File: config.mk
export PLATFORM = sky130hd
export DESIGN_NAME = multicore_task_dispatcher
export DESIGN_NICKNAME = d
export VERILOG_FILES = /design/src/rtl/core/mtd_pkg.sv /design/src/rtl/core/mtd_ram.sv /design/src/rtl/core/mtd_datapath.sv /design/src/rtl/core/mtd_ctrl.sv /design/src/rtl/core/multicore_task_dispatcher.sv
export SDC_FILE = /design/constraint.sdc
export NUM_CORES = 2
export LEC_CHECK = 0
export ABC_CLOCK_PERIOD_IN_PS = 17250
export BUFFER_PORTS_ARGS = -buffer_cell sky130_fd_sc_hd__buf_2
export CORE_ASPECT_RATIO = 1.1
export CORE_MARGIN = 1.5
export CORE_UTILIZATION = 45
export DETAILED_ROUTE_END_ITERATION = 8
export GPL_ROUTABILITY_DRIVEN = 1
export HOLD_SLACK_MARGIN = 0.12
export SLEW_MARGIN = 20
export SYNTH_ARGS = -nofsm -noshare
export SYNTH_HDL_FRONTEND = slang
export SYNTH_SLANG_ARGS = --single-unit
File: constraint.sdc
create_clock -name clk -period 17.25 [get_ports clk]
set_input_delay 5.175 -clock clk [delete_from_list [all_inputs] [get_ports clk]]
set_output_delay 5.175 -clock clk [all_outputs]
set_load 0.02 [all_outputs]
File: src/rtl/core/mtd_pkg.sv
// Shared types, constants and command codes for the multicore task dispatcher.
package mtd_pkg;

    localparam int MAX_TASKS_DEF = 32;
    localparam int MAX_CPUS_DEF  = 4;
    localparam int RESULT_CAP    = 4;

    localparam logic [1:0]  CMD_WRITE = 2'd0;
    localparam logic [1:0]  CMD_TICK  = 2'd1;
    localparam logic [1:0]  CMD_READ  = 2'd2;

    localparam logic [1:0]  ST_READY   = 2'd1;
    localparam logic [1:0]  ST_RUNNING = 2'd2;
    localparam logic [2:0]  CPU_NONE   = 3'd4;

    localparam logic [15:0] LFSR_SEED = 16'hACE1;
    localparam logic [15:0] LFSR_MASK = 16'hB400;

    localparam logic [1:0] REG_MODE    = 2'd0;
    localparam logic [1:0] REG_TASKS   = 2'd1;
    localparam logic [1:0] REG_CPUS    = 2'd2;
    localparam logic [1:0] REG_QUANTUM = 2'd3;

    // Entry word layout: state, remaining, priority, arrival, duration, slice, cpu
    localparam int ENTRY_W = 2 + 16 + 8 + 16 + 16 + 16 + 3;

    typedef struct packed {
        logic [1:0]  command;
        logic [4:0]  task_index;
        logic [1:0]  task_state;
        logic [15:0] remain_ticks;
        logic [7:0]  priority_level;
        logic [15:0] arrive_tick;
        logic [15:0] total_duration;
        logic [15:0] slice_ticks;
        logic [2:0]  running_cpu;
    } cmd_t;

    typedef struct packed {
        logic [1:0]  cpu_index;
        logic [4:0]  chosen_task;
        logic        assigned;
        logic        switched;
        logic        lottery;
        logic [1:0]  read_state;
        logic [2:0]  read_cpu;
        logic [15:0] read_slice;
        logic        last;
    } result_t;

    typedef struct packed {
        logic [1:0]  state;
        logic [15:0] remaining;
        logic [7:0]  priority_lvl;
        logic [15:0] arrival;
        logic [15:0] duration;
        logic [15:0] slice;
        logic [2:0]  cpu;
    } entry_t;

    // Datapath operation selected by the controller for the current cycle.
    typedef enum logic [3:0] {
        OP_NONE,
        OP_WRITE,      // write input command fields into the table
        OP_RD_ENTRY,   // issue read of the commanded entry
        OP_RD_ISSUE,   // issue read of the walk index
        OP_RELEASE,    // quantum release check on read data
        OP_PREV_ISSUE, // issue read of the CPU's previous task
        OP_PREV_CHECK, // latch current-task candidate
        OP_DEMOTE,     // free running tasks of this CPU
        OP_SELECT,     // compare read data with best
        OP_COMMIT,     // write chosen task, update CPU tables
        OP_RESULT,     // emit tick result
        OP_READ_OUT    // emit read result
    } op_t;

    typedef struct packed {
        op_t        op;
        logic [7:0] idx;   // walk index
        logic [3:0] cpu;   // CPU under work
        logic       first; // clear best at start of select walk
        logic       last;  // last result of the command
    } ctl_t;

    typedef struct packed {
        logic [8:0] count;
        logic [4:0] ncpu;
    } stat_t;

endpackage

File: src/rtl/core/mtd_ram.sv
// Generic simple dual-port RAM with registered read.
module mtd_ram #(
    parameter int WIDTH = 8,
    parameter int DEPTH = 32
) (
    input  logic                     clk,
    input  logic                     we,
    input  logic [$clog2(DEPTH)-1:0] waddr,
    input  logic [WIDTH-1:0]         wdata,
    input  logic [$clog2(DEPTH)-1:0] raddr,
    output logic [WIDTH-1:0]         rdata
);

    logic [WIDTH-1:0] mem [DEPTH];

    always_ff @(posedge clk)
    begin
        if (we)
        begin
            mem[waddr] <= wdata;
        end
        rdata <= mem[raddr];
    end

endmodule

File: src/rtl/core/mtd_datapath.sv
// Task table, CPU tables, LFSR and result register of the dispatcher.
module mtd_datapath #(
    parameter int MAX_TASKS = mtd_pkg::MAX_TASKS_DEF,
    parameter int MAX_CPUS  = mtd_pkg::MAX_CPUS_DEF
) (
    input  logic            clk,
    input  logic            rst_n,
    input  mtd_pkg::ctl_t   ctl,
    input  mtd_pkg::cmd_t   cmd_in,
    input  logic            cmd_load,
    input  logic            mode,
    input  logic [5:0]      tasks_cfg,
    input  logic [2:0]      cpus_cfg,
    input  logic [15:0]     quantum,
    output mtd_pkg::stat_t  stat,
    output mtd_pkg::result_t result,
    output logic            result_valid
);

    localparam int AW = $clog2(MAX_TASKS);
    localparam int CW = (MAX_CPUS > 1) ? $clog2(MAX_CPUS) : 1;

    mtd_pkg::cmd_t    cmd_reg;
    logic             we;
    logic [AW-1:0]    waddr;
    logic [AW-1:0]    raddr;
    mtd_pkg::entry_t  wdata;
    mtd_pkg::entry_t  rdata;

    logic [8:0]       cur_task_reg [MAX_CPUS];
    logic [8:0]       cur_task_next;
    logic [15:0]      lfsr_reg;
    logic [15:0]      lfsr_next;
    logic [8:0]       cand_reg;
    logic [8:0]       prev_reg;
    logic             prev_ok;
    logic [8:0]       best_reg;
    logic [8:0]       best_next;
    mtd_pkg::entry_t  best_e_reg;
    mtd_pkg::entry_t  best_e_next;
    logic             best_v_reg;
    logic             best_v_next;
    logic             drawn_reg;
    logic             drawn_next;
    logic [7:0]       walk_reg;
    mtd_pkg::result_t result_reg;
    mtd_pkg::result_t result_next;
    logic             result_v_reg;
    logic [CW-1:0]    cpu_sel;
    logic             take;
    logic             prim_lt;
    logic             prim_eq;

    assign cpu_sel = ctl.cpu[CW-1:0];

    always_comb
    begin
        stat.count = (tasks_cfg > 6'(MAX_TASKS > 63 ? 63 : MAX_TASKS))
                     ? 9'(MAX_TASKS > 63 ? 63 : MAX_TASKS) : 9'(tasks_cfg);
        if (MAX_TASKS > 63)
        begin
            stat.count = 9'(tasks_cfg);
        end
        stat.ncpu = 5'(cpus_cfg);
        if (stat.ncpu > 5'(MAX_CPUS))
        begin
            stat.ncpu = 5'(MAX_CPUS);
        end
        if (stat.ncpu > 5'(mtd_pkg::RESULT_CAP))
        begin
            stat.ncpu = 5'(mtd_pkg::RESULT_CAP);
        end
    end

    mtd_ram #(.WIDTH(mtd_pkg::ENTRY_W), .DEPTH(MAX_TASKS)) u_table (
        .clk   (clk),
        .we    (we),
        .waddr (waddr),
        .wdata (wdata),
        .raddr (raddr),
        .rdata (rdata)
    );

    // Comparison of the walked entry (rdata at walk_reg) against best.
    always_comb
    begin
        if (mode)
        begin
            prim_lt = rdata.priority_lvl > best_e_reg.priority_lvl;
            prim_eq = rdata.priority_lvl == best_e_reg.priority_lvl;
        end
        else
        begin
            prim_lt = rdata.remaining < best_e_reg.remaining;
            prim_eq = rdata.remaining == best_e_reg.remaining;
        end
    end

    // Walk: read of ctl.idx is issued while entry walk_reg is processed and written.
    always_comb
    begin
        we          = 1'b0;
        waddr       = walk_reg[AW-1:0];
        raddr       = ctl.idx[AW-1:0];
        wdata       = rdata;
        best_next   = best_reg;
        best_e_next = best_e_reg;
        best_v_next = best_v_reg;
        drawn_next  = drawn_reg;
        lfsr_next   = lfsr_reg;
        take        = 1'b0;
        cur_task_next = cur_task_reg[cpu_sel];
        case (ctl.op)
            mtd_pkg::OP_WRITE:
            begin
                waddr = AW'(cmd_reg.task_index);
                we = (9'(cmd_reg.task_index) < 9'(MAX_TASKS));
                wdata.state = cmd_reg.task_state;
                wdata.remaining = cmd_reg.remain_ticks;
                wdata.priority_lvl = cmd_reg.priority_level;
                wdata.arrival = cmd_reg.arrive_tick;
                wdata.duration = cmd_reg.total_duration;
                wdata.slice = cmd_reg.slice_ticks;
                wdata.cpu = cmd_reg.running_cpu;
            end
            mtd_pkg::OP_RD_ENTRY:
            begin
                raddr = AW'(cmd_reg.task_index);
            end
            mtd_pkg::OP_PREV_ISSUE:
            begin
                raddr = cur_task_reg[cpu_sel][AW-1:0];
            end
            mtd_pkg::OP_RD_ISSUE:
            begin
                if (ctl.first)
                begin
                    best_v_next = 1'b0;
                    drawn_next  = 1'b0;
                end
            end
            mtd_pkg::OP_RELEASE:
            begin
                if (rdata.state == mtd_pkg::ST_RUNNING && rdata.slice >= quantum)
                begin
                    we = 1'b1;
                    wdata.state = mtd_pkg::ST_READY;
                    wdata.cpu = mtd_pkg::CPU_NONE;
                    wdata.slice = '0;
                end
            end
            mtd_pkg::OP_DEMOTE:
            begin
                if (rdata.state == mtd_pkg::ST_RUNNING && rdata.cpu == 3'(ctl.cpu))
                begin
                    we = 1'b1;
                    wdata.state = mtd_pkg::ST_READY;
                end
            end
            mtd_pkg::OP_SELECT:
            begin
                if (rdata.state == mtd_pkg::ST_READY)
                begin
                    if (!best_v_reg || prim_lt)
                    begin
                        take = 1'b1;
                    end
                    else if (prim_eq)
                    begin
                        if (best_reg == cand_reg)
                        begin
                            take = 1'b0;
                        end
                        else if (9'(walk_reg) == cand_reg)
                        begin
                            take = 1'b1;
                        end
                        else if (best_e_reg.arrival != rdata.arrival)
                        begin
                            take = rdata.arrival < best_e_reg.arrival;
                        end
                        else if (best_e_reg.duration != rdata.duration)
                        begin
                            take = rdata.duration < best_e_reg.duration;
                        end
                        else
                        begin
                            drawn_next = 1'b1;
                            take = lfsr_reg[0];
                            lfsr_next = lfsr_reg >> 1;
                            if (lfsr_reg[0])
                            begin
                                lfsr_next = lfsr_next ^ mtd_pkg::LFSR_MASK;
                            end
                        end
                    end
                    if (take)
                    begin
                        best_next   = 9'(walk_reg);
                        best_e_next = rdata;
                        best_v_next = 1'b1;
                    end
                end
            end
            mtd_pkg::OP_COMMIT:
            begin
                waddr = best_reg[AW-1:0];
                if (best_v_reg)
                begin
                    we = 1'b1;
                    wdata = best_e_reg;
                    wdata.state = mtd_pkg::ST_RUNNING;
                    wdata.cpu = 3'(ctl.cpu);
                    if (prev_reg != best_reg)
                    begin
                        wdata.slice = '0;
                    end
                    cur_task_next = best_reg;
                end
                else
                begin
                    cur_task_next = '1;
                end
            end
            default:
            begin
            end
        endcase
    end

    // Current-task candidate check uses the registered read of prev.
    assign prev_ok = (prev_reg < stat.count) &&
                     (rdata.state == mtd_pkg::ST_READY || rdata.state == mtd_pkg::ST_RUNNING);

    always_comb
    begin
        result_next = '0;
        if (ctl.op == mtd_pkg::OP_RESULT)
        begin
            result_next.cpu_index   = 2'(ctl.cpu);
            result_next.lottery     = drawn_reg;
            result_next.assigned    = best_v_reg;
            result_next.chosen_task = best_v_reg ? 5'(best_reg) : 5'd0;
            result_next.switched    = best_v_reg && (prev_reg != best_reg);
            result_next.last        = ctl.last;
        end
        else if (ctl.op == mtd_pkg::OP_READ_OUT)
        begin
            if (9'(cmd_reg.task_index) < 9'(MAX_TASKS))
            begin
                result_next.read_state = rdata.state;
                result_next.read_cpu   = rdata.cpu;
                result_next.read_slice = rdata.slice;
            end
            result_next.last = 1'b1;
        end
    end

    always_ff @(posedge clk or negedge rst_n)
    begin
        if (!rst_n)
        begin
            for (int c = 0; c < MAX_CPUS; c++)
            begin
                cur_task_reg[c] <= '1;
            end
            lfsr_reg     <= mtd_pkg::LFSR_SEED;
            result_v_reg <= 1'b0;
            best_v_reg   <= 1'b0;
            drawn_reg    <= 1'b0;
        end
        else
        begin
            lfsr_reg   <= lfsr_next;
            best_v_reg <= best_v_next;
            drawn_reg  <= drawn_next;
            if (ctl.op == mtd_pkg::OP_COMMIT)
            begin
                cur_task_reg[cpu_sel] <= cur_task_next;
            end
            result_v_reg <= (ctl.op == mtd_pkg::OP_RESULT) ||
                            (ctl.op == mtd_pkg::OP_READ_OUT);
        end
    end

    always_ff @(posedge clk)
    begin
        if (cmd_load)
        begin
            cmd_reg <= cmd_in;
        end
        walk_reg   <= ctl.idx;
        best_reg   <= best_next;
        best_e_reg <= best_e_next;
        if (ctl.op == mtd_pkg::OP_PREV_ISSUE)
        begin
            prev_reg <= cur_task_reg[cpu_sel];
        end
        if (ctl.op == mtd_pkg::OP_PREV_CHECK)
        begin
            cand_reg <= prev_ok ? prev_reg : 9'h1FF;
        end
        result_reg <= result_next;
    end

    assign result       = result_reg;
    assign result_valid = result_v_reg;

endmodule

File: src/rtl/core/mtd_ctrl.sv
// Sequencer of the dispatcher: walks the table for release, demote and select.
module mtd_ctrl (
    input  logic           clk,
    input  logic           rst_n,
    input  logic           start,
    input  logic [1:0]     command,
    input  mtd_pkg::stat_t stat,
    output logic           busy,
    output logic           cmd_load,
    output mtd_pkg::ctl_t  ctl
);

    typedef enum logic [3:0] {
        S_IDLE, S_WRITE, S_READ_ISSUE, S_READ_OUT, S_REL, S_PREV, S_PREV_CHK,
        S_DEM, S_SEL, S_COMMIT, S_RESULT, S_DRAIN
    } state_t;

    state_t      state_reg;
    logic [8:0]  idx_reg;
    logic [3:0]  cpu_reg;

    // A walk issues idx_reg and processes idx-1 the next cycle; idx_reg==count
    // is the drain of the last read.
    always_comb
    begin
        ctl = '0;
        ctl.idx = 8'(idx_reg);
        ctl.cpu = cpu_reg;
        ctl.last = (5'(cpu_reg) + 5'd1 == stat.ncpu);
        case (state_reg)
            S_WRITE:      ctl.op = mtd_pkg::OP_WRITE;
            S_READ_ISSUE:
            begin
                ctl.op = mtd_pkg::OP_RD_ENTRY;
            end
            S_READ_OUT:   ctl.op = mtd_pkg::OP_READ_OUT;
            S_REL:        ctl.op = (idx_reg == 9'd0) ? mtd_pkg::OP_RD_ISSUE
                                                     : mtd_pkg::OP_RELEASE;
            S_PREV:       ctl.op = mtd_pkg::OP_PREV_ISSUE;
            S_PREV_CHK:   ctl.op = mtd_pkg::OP_PREV_CHECK;
            S_DEM:        ctl.op = (idx_reg == 9'd0) ? mtd_pkg::OP_RD_ISSUE
                                                     : mtd_pkg::OP_DEMOTE;
            S_SEL:
            begin
                ctl.op = (idx_reg == 9'd0) ? mtd_pkg::OP_RD_ISSUE : mtd_pkg::OP_SELECT;
                ctl.first = (idx_reg == 9'd0);
            end
            S_COMMIT:     ctl.op = mtd_pkg::OP_COMMIT;
            S_RESULT:     ctl.op = mtd_pkg::OP_RESULT;
            default:      ctl.op = mtd_pkg::OP_NONE;
        endcase
    end

    assign busy     = (state_reg != S_IDLE);
    assign cmd_load = start && !busy;

    always_ff @(posedge clk or negedge rst_n)
    begin
        if (!rst_n)
        begin
            state_reg <= S_IDLE;
            idx_reg   <= '0;
            cpu_reg   <= '0;
        end
        else
        begin
            case (state_reg)
                S_IDLE:
                begin
                    idx_reg <= '0;
                    cpu_reg <= '0;
                    if (start)
                    begin
                        case (command)
                            mtd_pkg::CMD_WRITE: state_reg <= S_WRITE;
                            mtd_pkg::CMD_READ:  state_reg <= S_READ_ISSUE;
                            mtd_pkg::CMD_TICK:
                            begin
                                if (stat.ncpu != 5'd0)
                                begin
                                    state_reg <= (stat.count == 9'd0) ? S_PREV : S_REL;
                                end
                            end
                            default: state_reg <= S_IDLE;
                        endcase
                    end
                end
                S_WRITE:      state_reg <= S_IDLE;
                S_READ_ISSUE: state_reg <= S_READ_OUT;
                S_READ_OUT:   state_reg <= S_IDLE;
                S_REL, S_DEM, S_SEL:
                begin
                    if (idx_reg == stat.count)
                    begin
                        idx_reg <= '0;
                        state_reg <= (state_reg == S_REL) ? S_PREV :
                                     (state_reg == S_DEM) ? S_SEL : S_COMMIT;
                    end
                    else
                    begin
                        idx_reg <= idx_reg + 9'd1;
                    end
                end
                S_PREV:     state_reg <= S_PREV_CHK;
                S_PREV_CHK:
                begin
                    idx_reg   <= '0;
                    state_reg <= (stat.count == 9'd0) ? S_SEL : S_DEM;
                end
                S_COMMIT:   state_reg <= S_RESULT;
                S_RESULT:
                begin
                    if (5'(cpu_reg) + 5'd1 == stat.ncpu)
                    begin
                        state_reg <= S_DRAIN;
                    end
                    else
                    begin
                        cpu_reg   <= cpu_reg + 4'd1;
                        state_reg <= S_PREV;
                    end
                end
                S_DRAIN:    state_reg <= S_IDLE;
                default:    state_reg <= S_IDLE;
            endcase
        end
    end

endmodule

File: src/rtl/core/multicore_task_dispatcher.sv
// Multicore task dispatcher top level: APB registers, controller and datapath.
// Write: busy 1 cycle. Read: busy 2 cycles, result strobe in the cycle after.
// Tick with T > 0 tasks in use: busy T+2 + ncpu*(2*(T+1)+4) cycles, one table entry
// per cycle walked once for release and twice per CPU; one result per CPU.
// One command at a time; results are one-cycle strobes and cannot be stalled.
// Reset clears registers to their defaults, CPU tables to none, LFSR to seed.
module multicore_task_dispatcher #(
    parameter int MAX_TASKS = mtd_pkg::MAX_TASKS_DEF,
    parameter int MAX_CPUS  = mtd_pkg::MAX_CPUS_DEF
) (
    input  logic             clk,
    input  logic             rst_n,
    input  logic             start,
    output logic             busy,
    input  mtd_pkg::cmd_t    cmd,
    output logic             result_strobe,
    output mtd_pkg::result_t result,
    input  logic             psel,
    input  logic             penable,
    input  logic             pwrite,
    input  logic [3:0]       paddr,
    input  logic [31:0]      pwdata,
    output logic [31:0]      prdata,
    output logic             pready
);

    logic            mode_reg;
    logic [5:0]      tasks_reg;
    logic [2:0]      cpus_reg;
    logic [15:0]     quantum_reg;
    logic            cmd_load;
    mtd_pkg::ctl_t   ctl;
    mtd_pkg::stat_t  stat;

    assign pready = 1'b1;

    always_ff @(posedge clk or negedge rst_n)
    begin
        if (!rst_n)
        begin
            mode_reg    <= 1'b0;
            tasks_reg   <= '0;
            cpus_reg    <= 3'd1;
            quantum_reg <= 16'd4;
        end
        else if (psel && penable && pwrite && paddr[1:0] == 2'b00)
        begin
            case (paddr[3:2])
                mtd_pkg::REG_MODE:    mode_reg    <= pwdata[0];
                mtd_pkg::REG_TASKS:   tasks_reg   <= pwdata[5:0];
                mtd_pkg::REG_CPUS:    cpus_reg    <= pwdata[2:0];
                mtd_pkg::REG_QUANTUM: quantum_reg <= pwdata[15:0];
                default:
                begin
                end
            endcase
        end
    end

    always_comb
    begin
        case (paddr[3:2])
            mtd_pkg::REG_MODE:    prdata = {31'd0, mode_reg};
            mtd_pkg::REG_TASKS:   prdata = {26'd0, tasks_reg};
            mtd_pkg::REG_CPUS:    prdata = {29'd0, cpus_reg};
            mtd_pkg::REG_QUANTUM: prdata = {16'd0, quantum_reg};
            default:              prdata = '0;
        endcase
    end

    mtd_ctrl u_ctrl (
        .clk      (clk),
        .rst_n    (rst_n),
        .start    (start),
        .command  (cmd.command),
        .stat     (stat),
        .busy     (busy),
        .cmd_load (cmd_load),
        .ctl      (ctl)
    );

    mtd_datapath #(.MAX_TASKS(MAX_TASKS), .MAX_CPUS(MAX_CPUS)) u_dp (
        .clk          (clk),
        .rst_n        (rst_n),
        .ctl          (ctl),
        .cmd_in       (cmd),
        .cmd_load     (cmd_load),
        .mode         (mode_reg),
        .tasks_cfg    (tasks_reg),
        .cpus_cfg     (cpus_reg),
        .quantum      (quantum_reg),
        .stat         (stat),
        .result       (result),
        .result_valid (result_strobe)
    );

endmodule

==> qor.yml <==
cts_sinks: 2859
cts_root_buf: "clkbuf_16"
num_rows: 193
post-route-worst-setup-slack_ns: 5.83
synthArstFlopShare_pct: 3.43
synth_top_family_by_area: "simple AND/OR/NAND/NOR gates"
rsz0062_at_grt: "false"
portBuffers: 159
dpl.cell_count: 11724
post_route_cells_drive_above_1_share_pct: 11.9
clk_path_buf_depth: 4
grt_overflow_total: 0
synth_common_cells: "2644 x edfxtp_1, 2298 x nand2_1, 976 x nand3_1"
max_stage_delay_ns: 0.38
synth_compound_area_share_pct: 5.88
critPathRequiredTime_ns: 12.07
largest_reg_flops: 2464
synth_area_um2: 114000
r2r_setup_slack_ns: 10.91
slew_headroom_pct: 19.7
synth_seq_area_share_pct: 73.9
power_density_nw_per_um2: 200
critPathMaxFanout: 21
regArea_um2: 84200
drc: 0
syn_inst: 8568
routedWlPerCell_um: 28.6
dp_hpwl_um: 176000
fp.dieW_um: 483
clock_latency_ns: 0.98
synth-adder-area-share_pct: 0.933
first_pass_iters: 7
nNetsFinal: 8932
yosysWarnings: 0
drtIter0Drc: 10153
tightest_slew_ns: 1.20
synthMuxAreaShare_pct: 2.25
initial_core_util_pct: 45.3
setup.worst_path.end_class: "primary output"
grt_start_max_net_pins: 183
maxCapViolCount: 0
die-area_um2: 256000
fmax_mhz: 87.6
core_area_um2: 252000
final_cells: 12275
cts_tree: "built"
hold_class: "flip-flop to flip-flop"
placed_cell_area_um2: 119000
hold_viol: 0
dr_total_vias: 74105
final_antenna_net_count: 0
path_cells: "buf_2, mux2_2, a22o_1, buf_2"
cts_max_level: 5
drv_slew: 0
io_pins: 193
period_share_pct: 66.2
synth_edf_count: 2644
synth_most_common_cell: "edfxtp_1"
postCtsSetupBuffers: 0
holdWs_ns: 0.433
synth_top_area_share_pct: 69.7
grt_first_pass_wirelength_um: 495000
yosys.area_share.simple_pct: 14.2
synth_top_flop_cell: "edfxtp_1"
setup_viol: 0
area_growth_pct: 13.1
cts_resized: 0
syn_avg_cell_area_um2: 13.3
netlist-cell-type-count: 78
multiInputGateArea_um2: 27800
crit_slowest_cell: "mux2_2"
postLayoutCellArea_um2: 129000
crit_type: "input port to primary output"
die_h_um: 531
critPathArrivalTime_ns: 6.24
cts.hold.buffers_added: 0
grt_pass1_vias: 69327
ys_ff_latch: 2859
leakage_nw: 45.7
crit_top_cell: "buf_2"
status: "completed"
period_needed_ns: 11.42
track_usage_pct: 26.9
vdd_drop_max_mv: 0.144
clock_skew_ns: 0.0760
yosysTopAreaCell: "edfxtp_1"
synth_xor_area_share_pct: 0.300
gp_congestion: 0.843
tns_ns: 0
num-fill-cells: 20922
pre_cts_slack_ns: 5.84
synth.area.top_cells: "edfxtp_1 70%, nand2_1 7.6%, nand3_1 4.3%"
finalWirelength_um: 351000
cp-start-kind: "input port"
clk_pin_slew_worst_paths_ns: 0.06
antenna_found_initial: 13
cts_buffers: 310
viasPerCell: 6.04
placed cells by master, fill, tap and decap left out, types with 18 or more instances in the layout:
cell       Yosys  layout
a21o_1        38      37
a21oi_1      201     171
a21oi_4        0      29
a221oi_1      56      56
a22oi_1       33      33
a2bb2oi_1     39      39
a311oi_1      97      97
a31oi_1      100     100
a32o_1        24      24
a32oi_1       27      27
and3_1       211     210
buf_2        181     158
buf_4         34     199
bufinv_16      0      26
clkbuf_1     249      80
clkbuf_16      0     316
clkbuf_8       0      18
clkinv_1       1      46
clkinv_2       0      40
dfrtp_1       52      52
dfstp_2       46      46
dfxtp_1      117     117
edfxtp_1    2644    2644
ha_1          85      85
inv_1        109     109
mux2_2        44      44
mux2i_1      130     130
mux4_2        34      34
nand2_1     2298    2294
nand3_1      976     974
nand4_1       20      20
nor2_1       119     111
nor3_1        57      24
nor3_2         1      34
o21ai_0      177     160
o22ai_1       65      65
xnor2_1       30      30
stage by stage:
stage / power, mW / utilization, %
3_5_place_dp: 19.2 / 47.2
4_1_cts: 25.7 / 51.1
6_report: 25.8 / 51.2
5_1_grt: 26.8 / 51.2
3_3_place_gp: 19.0 / 47.2
2_1_floorplan: 15.8 / -
final cells by class:
type	count	share of cell area, %
tap	3315	3.22
clock inverter	134	1.06
multi-input combinational	5071	21.6
timing repair buffer	369	1.95
antenna	1	0.00194
inverter	110	0.320
sequential	2859	65.3
clock buffer	416	6.57
metal layers:
metal  global-route usage (%)  vias up  routed length [um]
met1                     38.2    37498              142000
li1                         -    31843                   -
met2                     41.8     4100              161000
met4                     9.58        4               12600
met3                     4.41      660               35200
met5                        0        -                  32
final timing paths:
kind                                                 start  cells past startpoint                                  to
setup / recovery                                  paddr[2]                      4                           prdata[2]
hold / removal              u_dp.u_table.rdata[35]$_DFF_P_                      0       u_dp.best_e_reg[35]$_DFFE_PP_
setup reg to reg           u_ctrl.state_reg[1]$_DFFE_PN0P_                      9  u_dp.u_table.mem[18][35]$_DFFE_PP_
hold reg to reg             u_dp.u_table.rdata[35]$_DFF_P_                      0       u_dp.best_e_reg[35]$_DFFE_PP_
max in group asynchronous                            rst_n                      2        u_dp.lfsr_reg[4]$_DFFE_PN0P_
min in group asynchronous                            rst_n                      1   u_dp.cur_task_reg[23]$_DFFE_PN1P_
critical path: cells and delay by family:
| family | cells | cell delay, ns |
|---|---|---|
| compound gates | 1 | 0.23 |
| mux | 1 | 0.38 |
| buf+inv | 2 | 0.44 |
where the power goes:
group	leakage [nW]	switching (mW)	internal (mW)
Clock	4.78	2.67	3.83
Sequential	25.9	0.348	9.65
Combinational	15.0	6.82	2.48
Total	45.7	9.84	16.0
cell families after synthesis:
kind of cell | Yosys count
DFF | 2859
xor gates and xnor gates | 39
AOI/OAI and AO/OA | 976
other | 2
muxes | 208
adders and majority gates | 85
and+or+nand+nor | 3746
buffers and inverters | 653
No activity file was read; power rests on OpenSTA's default activity.
